===== src/hdl/ffba_pkg.sv =====
package ffba_pkg;

    localparam int DEF_NUM_TYPES  = 32;
    localparam int DEF_MAX_BLOCKS = 16;
    localparam int DEF_BLOCK_SIZE = 268435456;

    localparam int TYPE_W   = 5;
    localparam int ALIGN_W  = 17;
    localparam int MASK_W   = 16;
    localparam int REQ_W    = 29;
    localparam int INDEX_W  = 4;
    localparam int OFFSET_W = 28;

    localparam int S_TDATA_W = 56;
    localparam int M_TDATA_W = 40;

    // Classified request as it waits between the front and the back.
    typedef struct packed {
        logic [TYPE_W-1:0] mem_type;
        logic [MASK_W-1:0] align_mask;
        logic [REQ_W-1:0]  size;
        logic              fail;
    } req_t;

    typedef struct packed {
        logic valid;
        logic full;
    } q_stat_t;

    typedef struct packed {
        logic [INDEX_W-1:0]  block_index;
        logic [OFFSET_W-1:0] byte_offset;
        logic                opened_block;
        logic                failed;
    } result_t;

endpackage


===== src/hdl/ffba_front.sv =====
module ffba_front #(
    parameter int NUM_TYPES  = ffba_pkg::DEF_NUM_TYPES,
    parameter int BLOCK_SIZE = ffba_pkg::DEF_BLOCK_SIZE
) (
    input  logic                             s_tvalid,
    output logic                             s_tready,
    input  logic [ffba_pkg::S_TDATA_W-1:0]   s_tdata,
    input  ffba_pkg::q_stat_t                q_stat,
    output logic                             push,
    output ffba_pkg::req_t                   push_data
);

    import ffba_pkg::*;

    localparam logic [TYPE_W:0] TYPE_LIMIT = (TYPE_W + 1)'(NUM_TYPES);
    localparam logic [31:0]     SIZE_LIMIT = 32'(BLOCK_SIZE);

    logic [TYPE_W-1:0]  mem_type;
    logic [ALIGN_W-1:0] alignment;
    logic [REQ_W-1:0]   request_bytes;
    logic [ALIGN_W-1:0] smear;
    logic [REQ_W-1:0]   size;

    assign mem_type      = s_tdata[TYPE_W-1:0];
    assign alignment     = s_tdata[TYPE_W+ALIGN_W-1:TYPE_W];
    assign request_bytes = s_tdata[TYPE_W+ALIGN_W+REQ_W-1:TYPE_W+ALIGN_W];

    // Spreading the top set bit downwards gives the mask of the largest power
    // of two not above the alignment; a zero alignment yields an empty mask.
    always_comb begin
        smear = alignment;
        smear = smear | (smear >> 1);
        smear = smear | (smear >> 2);
        smear = smear | (smear >> 4);
        smear = smear | (smear >> 8);
        smear = smear | (smear >> 16);
    end

    assign size = (request_bytes == '0) ? REQ_W'(1) : request_bytes;

    assign push_data.mem_type   = mem_type;
    assign push_data.align_mask = smear[ALIGN_W-1:1];
    assign push_data.size       = size;
    assign push_data.fail       = ({1'b0, mem_type} >= TYPE_LIMIT)
                                  || (32'(size) > SIZE_LIMIT);

    assign s_tready = !q_stat.full;
    assign push     = s_tvalid && !q_stat.full;

endmodule


===== config.mk =====
export PLATFORM = sky130hd
export DESIGN_NAME = ffba_front
export DESIGN_NICKNAME = d
export VERILOG_FILES = /design/src/hdl/ffba_pkg.sv /design/src/hdl/ffba_front.sv
export SDC_FILE = /design/constraint.sdc
export NUM_CORES = 1
export LEC_CHECK = 0
export BUFFER_PORTS_ARGS = -buffer_cell sky130_fd_sc_hd__clkbuf_2
export CAP_MARGIN = 20
export CORE_MARGIN = 4
export CORE_UTILIZATION = 22
export DETAILED_ROUTE_END_ITERATION = 6
export GPL_ROUTABILITY_DRIVEN = 0
export PLACE_DENSITY = 0.88
export RECOVER_POWER = 50
export SLEW_MARGIN = 20
export SYNTH_ARGS = -nofsm -noshare
export SYNTH_HDL_FRONTEND = slang
export SYNTH_SLANG_ARGS = --single-unit
export TNS_END_PERCENT = 30

===== constraint.sdc =====
create_clock -name vclk -period 2.82
set_input_delay 0.564 -clock vclk [all_inputs]
set_output_delay 0.564 -clock vclk [all_outputs]
set_load 0.01 [all_outputs]

==> impl_metrics.json <==
{
  "die_h_um": 50.46,
  "avgSynthCellArea_um2": 5.666,
  "synth_fa_ha_area_frac": 0,
  "seq_area_frac_synth": 0,
  "pin_count": 112,
  "fmax_mhz": 401.4,
  "path_common_cell": "clkbuf_2",
  "grt_pass1_wl_um": 2380,
  "drc": 0,
  "dieArea_um2": 2546,
  "hold_ws_ns": 1.128,
  "slew_headroom": 0.7877,
  "post_drt_via_cell_ratio": 4.239,
  "avgRoutedWirePerCell_um": 10.47,
  "synth_xor_area_frac": 0,
  "synth_top_cell_by_area": "clkbuf_1",
  "hold_viol_final": 0,
  "final_common_cell": "clkbuf_2",
  "syn-cell-area_um2": 396.6,
  "rsz0062_at_grt": "false",
  "worstMarginPinSlew_ns": 0.3160,
  "synthMuxAreaShare": 0,
  "min_path_type": "input pin to primary output",
  "grt_max_degree": 7,
  "maxCapViolations": 0,
  "drtIter0Drc": 0,
  "finalSetupViolCount": 0,
  "worst_ep_arrival_time_ns": 1.93,
  "initial_core_util": 0.2297,
  "die_w_um": 50.46,
  "grt_overflow": 0,
  "internal-power_w": 0.00004260,
  "yosysUniqueCellTypes": 23,
  "nClkBuffers": 0,
  "final_cells": 155,
  "fin_util": 0.4145,
  "routed-via-count": 657,
  "ant_nets": 0,
  "fin_nets": 191,
  "cts_setup_buffers": 0,
  "period_minus_slack_ns": 2.491,
  "critPathTopFamily": "simple AND/OR/NAND/NOR gates",
  "slowest_delay_ns": 0.58,
  "status": "completed",
  "synth_top_family_by_area": "simple AND/OR/NAND/NOR gates",
  "drive_above_1_share": 0.6231,
  "crit_fanout": 6,
  "cp.required_ns": 2.26,
  "core_area_um2": 1727,
  "final-seq-area_um2": 0,
  "switchingPower_w": 0.00004384,
  "cp-start-kind": "input pin",
  "pwr-share-clk": 0,
  "p_comb_frac": 1.000,
  "area_delta_synth_final_pct": 80.44,
  "grt_pass1_vias": 576,
  "tns_ns": 0,
  "mostFrequentLayoutCells": "clkbuf_2, clkbuf_1, nor4_1",
  "power.leakage_nw": 0.3747,
  "final.period_utilization": 0.8834,
  "n_antenna_cell": 0,
  "synth_warnings": 0,
  "switching_share": 0.5071,
  "dr.pass1.iters": 1,
  "powerDensity_nw_per_um2": 120.8,
  "rows": 15,
  "synth.area.top_cells": "clkbuf_1, buf_4, nor4_1",
  "antenna_found_initial": 0,
  "yosys.area_share.simple": 0.5110,
  "portBuffers": 95,
  "p_seq_frac": 0,
  "path_cells": "clkbuf_2 -> or4_4 -> or3_4 -> or2_1 -> clkbuf_2",
  "cts_resized": 0,
  "synthCells": 70,
  "ir_drop_mv": 0.05511,
  "synth_compound_gate_area_share": 0.04416,
  "grt_util_all_layers": 0.1119,
  "seq_cell_count": 0,
  "synth_fp_nets": 129,
  "hold_buffers": 0,
  "path_buf_inv": 2,
  "routed_wl_um": 1623,
  "slew_violations": 0,
  "cp-end-kind": "primary output",
  "cp_slowest_cell": "or4_4",
  "dp.cells": 155,
  "synth_top_area_share": 0.2650,
  "worstSetupPathType": "input pin to primary output"
}
==> final timing paths <==
check              startpoint       endpoint  cells after the start
setup / recovery  s_tdata[21]  push_data[39]                      5
hold / removal     s_tdata[4]  push_data[50]                      0
==> power groups by stage <==
stage	clock network (W)	registers (W)	logic, W
final	0	0	0.0000864
after global routing	0	0	0.0000956
after CTS	0	0	0.0000916
after global placement	0	0	0.0000907
after floorplan	0	0	0.0000476
after detailed placement	0	0	0.0000914
==> layer usage <==
metal	share of wire	global-route usage
met5	0	0
met4	0	0
met3	0.14	0.01780
met2	0.52	0.2413
met1	0.34	0.1152
==> cell usage after synthesis <==
cell type,count
nand2_1,3
nor3_1,1
nand4bb_1,1
or2_2,3
or3_4,1
or3_2,1
nand2b_1,2
o31a_1,1
or4_4,1
or2_1,1
nand4_1,1
buf_6,1
nor2_1,2
nor2b_1,1
or4_1,2
inv_1,4
o41ai_1,1
clkbuf_1,28
or3_1,1
nor4_4,1
buf_4,6
nand3b_1,1
nor4_1,6
==> cell type report <==
cell class,count,area (µm²)
fill,206,1011
inverter,4,15.01
tap,25,31.28
multi-input combinational,31,220.2
timing repair buffer,95,449.2
==> logic make-up after synthesis <==
kind of cell	count (synthesis)
simple gates	29
compound gates	2
buf+inv	39
==> per-stage QoR <==
stage	area [µm²]	total power (W)	setup slack, ns
3_5_place_dp	742.0	0.00009135	0.3210
4_1_cts	742.0	0.00009164	0.3193
2_1_floorplan	396.6	0.00004764	0.4370
6_report	715.7	0.00008644	0.3288
3_3_place_gp	742.0	0.00009069	0.3299
5_1_grt	715.7	0.00009560	0.2703
Power figures use the tool's default switching activity.
