## src/hdl/ffba_pkg.sv

```systemverilog
package ffba_pkg;

    localparam int DEF_NUM_TYPES  = 32;
    localparam int DEF_MAX_BLOCKS = 16;
    localparam int DEF_BLOCK_SIZE = 268435456;

    localparam int TYPE_W   = 5;
    localparam int ALIGN_W  = 17;
    localparam int MASK_W   = 16;
    localparam int REQ_W    = 29;
    localparam int INDEX_W  = 4;
    localparam int OFFSET_W = 28;

    localparam int S_TDATA_W = 56;
    localparam int M_TDATA_W = 40;

    // Classified request as it waits between the front and the back.
    typedef struct packed {
        logic [TYPE_W-1:0] mem_type;
        logic [MASK_W-1:0] align_mask;
        logic [REQ_W-1:0]  size;
        logic              fail;
    } req_t;

    typedef struct packed {
        logic valid;
        logic full;
    } q_stat_t;

    typedef struct packed {
        logic [INDEX_W-1:0]  block_index;
        logic [OFFSET_W-1:0] byte_offset;
        logic                opened_block;
        logic                failed;
    } result_t;

endpackage

```

## src/hdl/ffba_queue.sv

```systemverilog
module ffba_queue (
    input  logic            aclk,
    input  logic            aresetn,
    input  logic            push,
    input  ffba_pkg::req_t  push_data,
    input  logic            pop,
    output ffba_pkg::req_t  head,
    output ffba_pkg::q_stat_t stat
);

    import ffba_pkg::*;

    req_t       entry_reg [2];
    logic       wr_ptr_reg;
    logic       rd_ptr_reg;
    logic [1:0] count_reg;
    logic [1:0] count_next;

    always_comb begin
        count_next = count_reg;
        if (push && !pop) begin
            count_next = count_reg + 2'd1;
        end else if (pop && !push) begin
            count_next = count_reg - 2'd1;
        end
    end

    always_ff @(posedge aclk) begin
        if (!aresetn) begin
            wr_ptr_reg <= 1'b0;
            rd_ptr_reg <= 1'b0;
            count_reg  <= 2'd0;
        end else begin
            count_reg <= count_next;
            if (push) begin
                wr_ptr_reg <= ~wr_ptr_reg;
            end
            if (pop) begin
                rd_ptr_reg <= ~rd_ptr_reg;
            end
        end
    end

    always_ff @(posedge aclk) begin
        if (push) begin
            entry_reg[wr_ptr_reg] <= push_data;
        end
    end

    assign head       = entry_reg[rd_ptr_reg];
    assign stat.valid = (count_reg != 2'd0);
    assign stat.full  = (count_reg == 2'd2);

endmodule

```

## config.mk

```make
export PLATFORM = sky130hd
export DESIGN_NAME = ffba_queue
export DESIGN_NICKNAME = d
export VERILOG_FILES = /design/src/hdl/ffba_pkg.sv /design/src/hdl/ffba_queue.sv
export SDC_FILE = /design/constraint.sdc
export NUM_CORES = 1
export LEC_CHECK = 0
export ABC_CLOCK_PERIOD_IN_PS = 4200
export BUFFER_PORTS_ARGS = -buffer_cell sky130_fd_sc_hd__clkbuf_2
export CAP_MARGIN = 40
export CELL_PAD_IN_SITES_DETAIL_PLACEMENT = 1
export CELL_PAD_IN_SITES_GLOBAL_PLACEMENT = 1
export CORE_ASPECT_RATIO = 1.1
export CORE_MARGIN = 5
export CORE_UTILIZATION = 35
export DETAILED_ROUTE_END_ITERATION = 10
export PLACE_DENSITY_LB_ADDON = 0.1
export SKIP_CTS_REPAIR_TIMING = 1
export SYNTH_ARGS = -nofsm -noshare
export SYNTH_HDL_FRONTEND = slang
export SYNTH_SLANG_ARGS = --single-unit
```

## constraint.sdc

```tcl
create_clock -name aclk -period 4.2 [get_ports aclk]
set_clock_uncertainty 0.1 [all_clocks]
set_input_delay 0 -clock aclk [delete_from_list [all_inputs] [get_ports aclk]]
set_output_delay 0 -clock aclk [all_outputs]
set_load 0.01 [all_outputs]
```

==> results of run 1 <==
## per-stage QoR
step	instance area (µm²)	worst slack, ps	power (mW)	cells	hold WS (ps)
4_1_cts	4910	1930	2.34	448	-272
2_1_floorplan	3900	1030	1.41	181	-1.13
3_5_place_dp	4630	2230	1.53	433	93.5
5_1_grt	5450	1890	2.44	502	75.5
3_3_place_gp	4610	2060	1.52	432	90.4
6_report	5450	2020	2.34	502	68.8
## cell families (layout without fill, tap and decap cells)
logic type / count (synthesis) / in the layout / share of synthesized area
AO/OA/AOI/OAI: 3 / 3 / 0.00514
XOR/XNOR: 3 / 3 / 0.00674
adder cells (fa/ha/maj): 1 / 1 / 0.00321
buffers and inverters: 7 / 181 / 0.0106
flip-flops: 107 / 107 / 0.812
multiplexers: 51 / 51 / 0.147
AND/OR/NAND/NOR: 9 / 9 / 0.0151
## report_power, final
| part | internal [mW] | switching [mW] | leakage [nW] | total [mW] |
|---|---|---|---|---|
| registers | 1.23 | 0.0226 | 0.999 | 1.25 |
| clock network | 0.453 | 0.352 | 0.132 | 0.806 |
| logic | 0.151 | 0.129 | 0.953 | 0.281 |
| total | 1.84 | 0.504 | 2.08 | 2.34 |
## area by class of cell
type                    count  area, µm²  share of cell area
inverters                   1       3.75            0.000688
clock inverters             6       57.6              0.0106
clock buffers               9        225              0.0413
flip-flops and latches    107       3160               0.580
multi-input cells          67        701               0.128
repair buffers            165       1120               0.205
well taps                 147        184              0.0337
## layer usage
metal | track usage | vias to the layer above | part of all wire
li1 | - | 1045 | -
met1 | 0.143 | 1076 | 0.43
met2 | 0.182 | 65 | 0.51
met3 | 0.0335 | 11 | 0.045
met4 | 0.0670 | 0 | 0.019
met5 | 0 | - | 0
## Yosys cell counts (all sizes together) (2+ instances only)
cell type | number | area share
edfxtp | 102 | 0.79
nor2b | 2 | 0.0032
and2 | 4 | 0.0064
xor2 | 2 | 0.0045
buf | 6 | 0.0096
dfxtp | 5 | 0.026
mux2 | 51 | 0.15
## worst min path at each step
stage,to,startpoint,slack (ps),depth (start not counted)
floorplan,entry_reg[0][0]$_DFFE_PP_,push_data[0],-1,0
global placement,entry_reg[0][44]$_DFFE_PP_,push_data[44],90,1
detailed placement,entry_reg[0][26]$_DFFE_PP_,push_data[26],90,1
CTS,entry_reg[0][47]$_DFFE_PP_,push_data[47],-270,1
global route,entry_reg[0][31]$_DFFE_PP_,push,80,2
finish,entry_reg[0][31]$_DFFE_PP_,push,70,2
==> results.yml, run 1 <==
setup_path:
  crit_slowest_cell: "dfxtp_2"
  rr_endpoint: "entry_reg[1][21]$_DFFE_PP_"
  cp_cell_sequence: "buf_4 -> mux2_2 -> clkbuf_2"
  reg2reg_depth: 2
  required_ps: 4100
  crit_family: "flip-flops"
  cp_max_fo: 28
  slowest_delay_ps: 710
  crit_end: "head[23]"
  critical_path_buf_inv_count: 2
  critPathKind: "reg -> out"
  reg2reg_slack_ps: 2270
  worstSetupEndpointType: "output pin"
  regToRegStartpoint: "wr_ptr_reg$_SDFFE_PN0P_"
  arrival_ps: 2080
  path_depth: 3
  critPathLaunchType: "register"
cells_and_area:
  area_delta_synth_final_pct: 40.0
  fillers: 1094
  final_cell_mix: "clkbuf_2 (107), edfxtp_1 (102), dlygate4sd3_1 (54)"
  final_common_cell: "clkbuf_2"
  antennaDiodeCount: 0
  final_nets: 407
  drive_above_1_share: 0.507
  largest_reg_flops: 102
  finish.utilization: 0.500
timing:
  setup_violations: 0
  final_max_slew_viol_count: 0
  slew_headroom: 0.513
  setup-tns-final_ps: 0
  worstMarginPinSlew_ps: 731
  fin_crit_ps: 2180
  finalHoldViolCount: 0
  fin_crit_sh: 0.518
  fmax_mhz: 460
  rsz0062_at_grt: "no"
worst_hold_path:
  min-delay-path-class: "in -> reg"
clocking:
  cts_made_buffers: 9
  clock_latency_ps: 340
  cts.sinks: 107
  path_clk_slew_ps: 70
  root_buffer: "clkbuf_16"
  cts_buffer_depth: 2
  cts_tree: "done"
  htreeDepth: 3
yosys:
  synth_area_um2: 3900
  ys.warnings.count: 0
  synthArstFlopShare: 0
  syn_inst: 181
  yosysSeqAreaShare: 0.812
  synth.distinct_cells: 17
  synthesis.nets: 237
  synth-edff-count: 102
  avgSynthCellArea_um2: 21.5
  synth-main-ff-cell: "edfxtp_1"
  yosys_register_bits: 107
power:
  power_density_nw_per_um2: 429
  p_leak_nw: 2.08
  vdd_ir_drop_max_uv: 245
detailed_routing:
  avgViaCountPerCell: 4.38
  vias: 2197
  drcViolationCount: 0
  drtIter0Drc: 39
  ant_nets: 0
  first_pass_iters: 4
  finalWirelength_um: 8030
  wl_per_cell_um: 16.0
floorplanning:
  design.core.area_um2: 10900
  die_w_um: 111
  ios: 108
  dieArea_um2: 13300
  rows: 40
  dieHeight_um: 121
  initial_core_util: 0.357
global_routing:
  grt_max_degree: 29
  grt_util_all_layers: 0.116
  grt_pass1_vias: 2170
  antenna_found_initial: 0
  globalRouteOverflowTotal: 0
  grt_pass1_wl_um: 11500
job:
  cap_violations: 0
status:
  status: "finished clean"
placement:
  dp_hpwl_um: 5260
  gp_congestion: 0.667
  portBuffers: 107
No activity file was read; power rests on OpenSTA's default activity.
==> run 2, diff against run 1 <==
Settings changed: ABC_CLOCK_PERIOD_IN_PS 4200 to 1950.
Clock period 4.2 ns to 1.95 ns, I/O delays scaled along.
==> results.yml, run 2 (synthesis results as in run 1) <==
detailed_routing:
  wl_per_cell_um: 16.4
  drcViolationCount: 0
  vias: 2235
  avgViaCountPerCell: 4.42
  finalWirelength_um: 8280
  ant_nets: 0
  first_pass_iters: 4
  drtIter0Drc: 53
global_routing:
  met3_usage: 0.0420
  grt_pass1_vias: 2267
  grt_use_met1: 0.133
  grt.busiest_layer: "met2"
  antenna_found_initial: 1
  grt_pass1_wl_um: 12000
  grt_util_all_layers: 0.119
  globalRouteOverflowTotal: 0
  grt_max_degree: 53
  grtUsageMet2: 0.209
job:
  cap_violations: 0
floorplanning:
  die_w_um: 111
  dieArea_um2: 13300
  dieHeight_um: 121
  rows: 40
  design.core.area_um2: 10900
  initial_core_util: 0.357
  ios: 108
setup_path:
  required_ps: 1850
  worstSetupEndpointType: "output pin"
  critPathKind: "reg -> out"
  critPathLaunchType: "register"
  arrival_ps: 1570
  cp_max_fo: 28
cells_and_area:
  largest_reg_flops: 102
  drive_above_1_share: 0.515
  area_delta_synth_final_pct: 41.8
  final_common_cell: "clkbuf_2"
  final_cell_mix: "clkbuf_2 (107), edfxtp_1 (102), dlygate4sd3_1 (54)"
  final_nets: 408
timing:
  fin_crit_sh: 0.857
  setup-tns-final_ps: 0
  rsz0062_at_grt: "no"
  fmax_mhz: 598
  setup_violations: 0
  worstMarginPinSlew_ps: 397
  slew_headroom: 0.735
  final_max_slew_viol_count: 0
  fin_crit_ps: 1670
  worst_hold_slack_ps: 79.4
  finalHoldViolCount: 0
clocking:
  root_buffer: "clkbuf_16"
  path_clk_slew_ps: 70
  cts_buffer_depth: 2
  clock_latency_ps: 340
  cts.sinks: 107
  cts_made_buffers: 9
  htreeDepth: 3
  cts_tree: "done"
power:
  vdd_ir_drop_max_uv: 408
  switchingPower_mw: 1.11
  switching_share: 0.211
  p_comb_frac: 0.120
  p_int_mw: 4.14
  power_density_nw_per_um2: 951
  p_leak_nw: 2.12
  clockPowerShare: 0.369
  power_frac_seq: 0.510
placement:
  gp_congestion: 0.685
  dp_hpwl_um: 5140
  portBuffers: 107
worst_hold_path:
  min-delay-path-class: "in -> reg"
status:
  status: "finished clean"
run 2: changes by cell type in the layout (fill, tap and decap cells not counted), sizes merged:
cell / before / now
buf: 4 / 5
bufinv: 1 / 2
clkbuf: 116 / 117
clkinv: 3 / 2
diode: 0 / 2
run 2: worst paths after layout:
check / slack, ps / from / cells past startpoint / end
max reg2reg: 310 / wr_ptr_reg$_SDFFE_PN0P_ / 4 / wr_ptr_reg$_SDFFE_PN0P_
min reg2reg: 410 / count_reg[1]$_SDFFE_PN0P_ / 2 / count_reg[1]$_SDFFE_PN0P_
max: 280 / register / 3 / head[43]
min: 80 / push / 4 / count_reg[1]$_SDFFE_PN0P_
run 2: power groups by stage:
stage / combinational, mW / sequential [mW] / clock [mW]
after floorplan: 0.309 / 2.72 / 0
after global placement: 0.553 / 2.73 / 0
after detailed placement: 0.558 / 2.73 / 0
after CTS: 0.561 / 2.68 / 2.00
after global routing: 0.692 / 2.69 / 2.11
final: 0.631 / 2.68 / 1.94
run 2: metal layers:
metal	vias to the layer above	part of all wire	routed length [µm]
met4	0	0.018	149
met5	-	0	0
met1	1105	0.39	3210
met3	12	0.048	397
li1	1054	-	-
met2	64	0.55	4530
run 2: area by class of cell:
type | count | area [µm²]
clock buffers | 10 | 239
diodes | 2 | 5.00
flip-flops and latches | 107 | 3160
repair buffers | 166 | 1140
inverters | 1 | 3.75
well taps | 147 | 184
clock inverters | 6 | 88.8
multi-input cells | 67 | 701
fillers | 1097 | 5390
run 2: metrics by stage:
step | utilization | instance area, µm² | instances | total power, mW | setup slack [ps]
final | 0.506 | 5520 | 506 | 5.25 | 279
after CTS | 0.456 | 4980 | 450 | 5.24 | 240
after floorplan | - | 3910 | 181 | 3.03 | 331
after global placement | 0.426 | 4650 | 434 | 3.28 | 499
after detailed placement | 0.426 | 4650 | 434 | 3.29 | 487
after global routing | 0.506 | 5520 | 505 | 5.50 | 198
run 2: worst max-delay path: stages, from the launching register on:
cell	delay [ps]
dfxtp_2	330
buf_4	350
mux2_2	400
clkbuf_2	140
==> run 3, diff against run 2 <==
Settings changed: ABC_AREA set to 1.
==> results.yml, run 3 <==
detailed_routing:
  drcViolationCount: 0
  ant_nets: 0
  wl_per_cell_um: 15.3
  first_pass_iters: 4
  finalWirelength_um: 7990
  vias: 2260
  avgViaCountPerCell: 4.33
  drtIter0Drc: 44
global_routing:
  antenna_found_initial: 0
  grt_pass1_wl_um: 11700
  grt_max_degree: 28
  grt_util_all_layers: 0.108
  globalRouteOverflowTotal: 0
  grt_pass1_vias: 2208
clocking:
  clock_latency_ps: 330
  cts.sinks: 107
  htreeDepth: 3
  cts_made_buffers: 9
  root_buffer: "clkbuf_16"
  path_clk_slew_ps: 70
  cts_buffer_depth: 2
  cts_tree: "done"
power:
  switchingPower_mw: 1.07
  power.total_mw: 5.06
  power_density_nw_per_um2: 887
  p_int_mw: 4.00
  switching_share: 0.210
  clockPowerShare: 0.342
  p_comb_frac: 0.128
  power_frac_seq: 0.530
  p_leak_nw: 2.32
  vdd_ir_drop_max_uv: 412
floorplanning:
  dieArea_um2: 14200
  initial_core_util: 0.361
  dieHeight_um: 124
  die_w_um: 114
  design.core.area_um2: 11500
  ios: 108
  rows: 41
timing:
  worst_slack_ps: 259
  fmax_mhz: 591
  fin_crit_sh: 0.867
  setup-tns-final_ps: 0
  final_max_slew_viol_count: 0
  worstMarginPinSlew_ps: 463
  finalHoldViolCount: 0
  rsz0062_at_grt: "no"
  setup_violations: 0
  fin_crit_ps: 1690
  slew_headroom: 0.691
  worst_hold_slack_ps: 294
yosys:
  synth-main-ff-cell: "edfxtp_1"
  synth-edff-count: 102
  avgSynthCellArea_um2: 21.5
  synthesis.nets: 250
  synthTopCellsByCount: "edfxtp_1 (102), mux2_4 (50), nand2_1 (9)"
  synth_area_um2: 4160
  synth_top_cell_by_area: "edfxtp_1"
  syn_inst: 194
  yosysSeqAreaShare: 0.760
  yosys_register_bits: 107
  synthArstFlopShare: 0
  synth_top_area_frac: 0.736
  ys.warnings.count: 0
  yosysMostFrequentCell: "edfxtp_1"
  synth_area_leaders: "edfxtp_1 (74%), mux2_4 (18%), buf_12 (2.4%)"
  synth.distinct_cells: 14
cells_and_area:
  drive_above_1_share: 0.487
  layoutNonFillerInstCount: 522
  area_delta_synth_final_pct: 37.0
  antennaDiodeCount: 0
  final_cell_mix: "clkbuf_2 (107), edfxtp_1 (102), dlygate4sd3_1 (54)"
  finish.utilization: 0.494
  final_nets: 423
  largest_reg_flops: 102
  final_area_um2: 5700
  final_common_cell: "clkbuf_2"
worst_hold_path:
  min-delay-path-class: "in -> reg"
  hold_depth: 2
setup_path:
  reg2reg_slack_ps: 500
  cp_max_fo: 24
  crit_end: "head[23]"
  critPathLaunchType: "register"
  crit_family: "buffers and inverters"
  critical_path_buf_inv_count: 2
  crit_slowest_cell: "buf_4"
  slowest_delay_ps: 400
  rr_endpoint: "entry_reg[1][41]$_DFFE_PP_"
  reg2reg_depth: 3
  cp_cell_sequence: "buf_4 -> mux2_4 -> clkbuf_2"
  regToRegStartpoint: "wr_ptr_reg$_SDFFE_PN0P_"
  path_depth: 3
  worstSetupEndpointType: "output pin"
  critPathKind: "reg -> out"
  required_ps: 1850
  arrival_ps: 1590
placement:
  gp_congestion: 0.672
  place_ws_ps: 488
  dp_hpwl_um: 5260
  placed_cell_area_um2: 4880
  portBuffers: 107
  place_inst: 452
status:
  status: "finished clean"
job:
  cap_violations: 0
[run 3: cell count changes in the layout (fill, tap and decap cells not counted), sizes merged, moves of 2 or more]
cell / delta
xor2: -2
buf: +2
nand2: +9
diode: -2
nor2b: -2
inv: +7
and2: -4
nor2: +8
[run 3: cell type report]
cell class	instances	area, µm²
repair buffers	168	1170
clock buffers	11	233
fillers	1121	5840
inverters	8	30.0
flip-flops and latches	107	3170
well taps	150	188
multi-input cells	73	867
clock inverters	5	53.8
[run 3: cells by family after synthesis]
logic type                 share of synthesized area
AOI/OAI and AO/OA                            0.00240
DFF                                            0.760
and+or+nand+nor                               0.0180
buffers and inverters                         0.0340
adders and majority gates                    0.00300
muxes                                          0.183
[run 3: metal layers]
metal  share of wire  vias to the layer above  GRT usage
met2            0.53                       60      0.177
met4          0.0095                        0     0.0398
met3           0.053                        5     0.0379
met1            0.41                     1110      0.131
li1                -                     1085          -
met5               0                        -          0
[run 3: worst min-delay path by stage]
| stage | start | endpoint |
|---|---|---|
| floorplan | push_data[0] | entry_reg[0][0]$_DFFE_PP_ |
| global placement | push_data[45] | entry_reg[0][45]$_DFFE_PP_ |
| detailed placement | push_data[21] | entry_reg[1][21]$_DFFE_PP_ |
| CTS | push_data[50] | entry_reg[1][50]$_DFFE_PP_ |
| global route | push_data[21] | entry_reg[0][21]$_DFFE_PP_ |
| finish | push_data[50] | entry_reg[1][50]$_DFFE_PP_ |
[run 3: power groups by stage]
stage	Combinational (mW)	Sequential [mW]	Clock [mW]
after detailed placement	0.579	2.74	0
after global routing	0.702	2.69	1.91
after global placement	0.575	2.73	0
after floorplan	0.363	2.73	0
final	0.647	2.69	1.73
after CTS	0.580	2.69	1.81
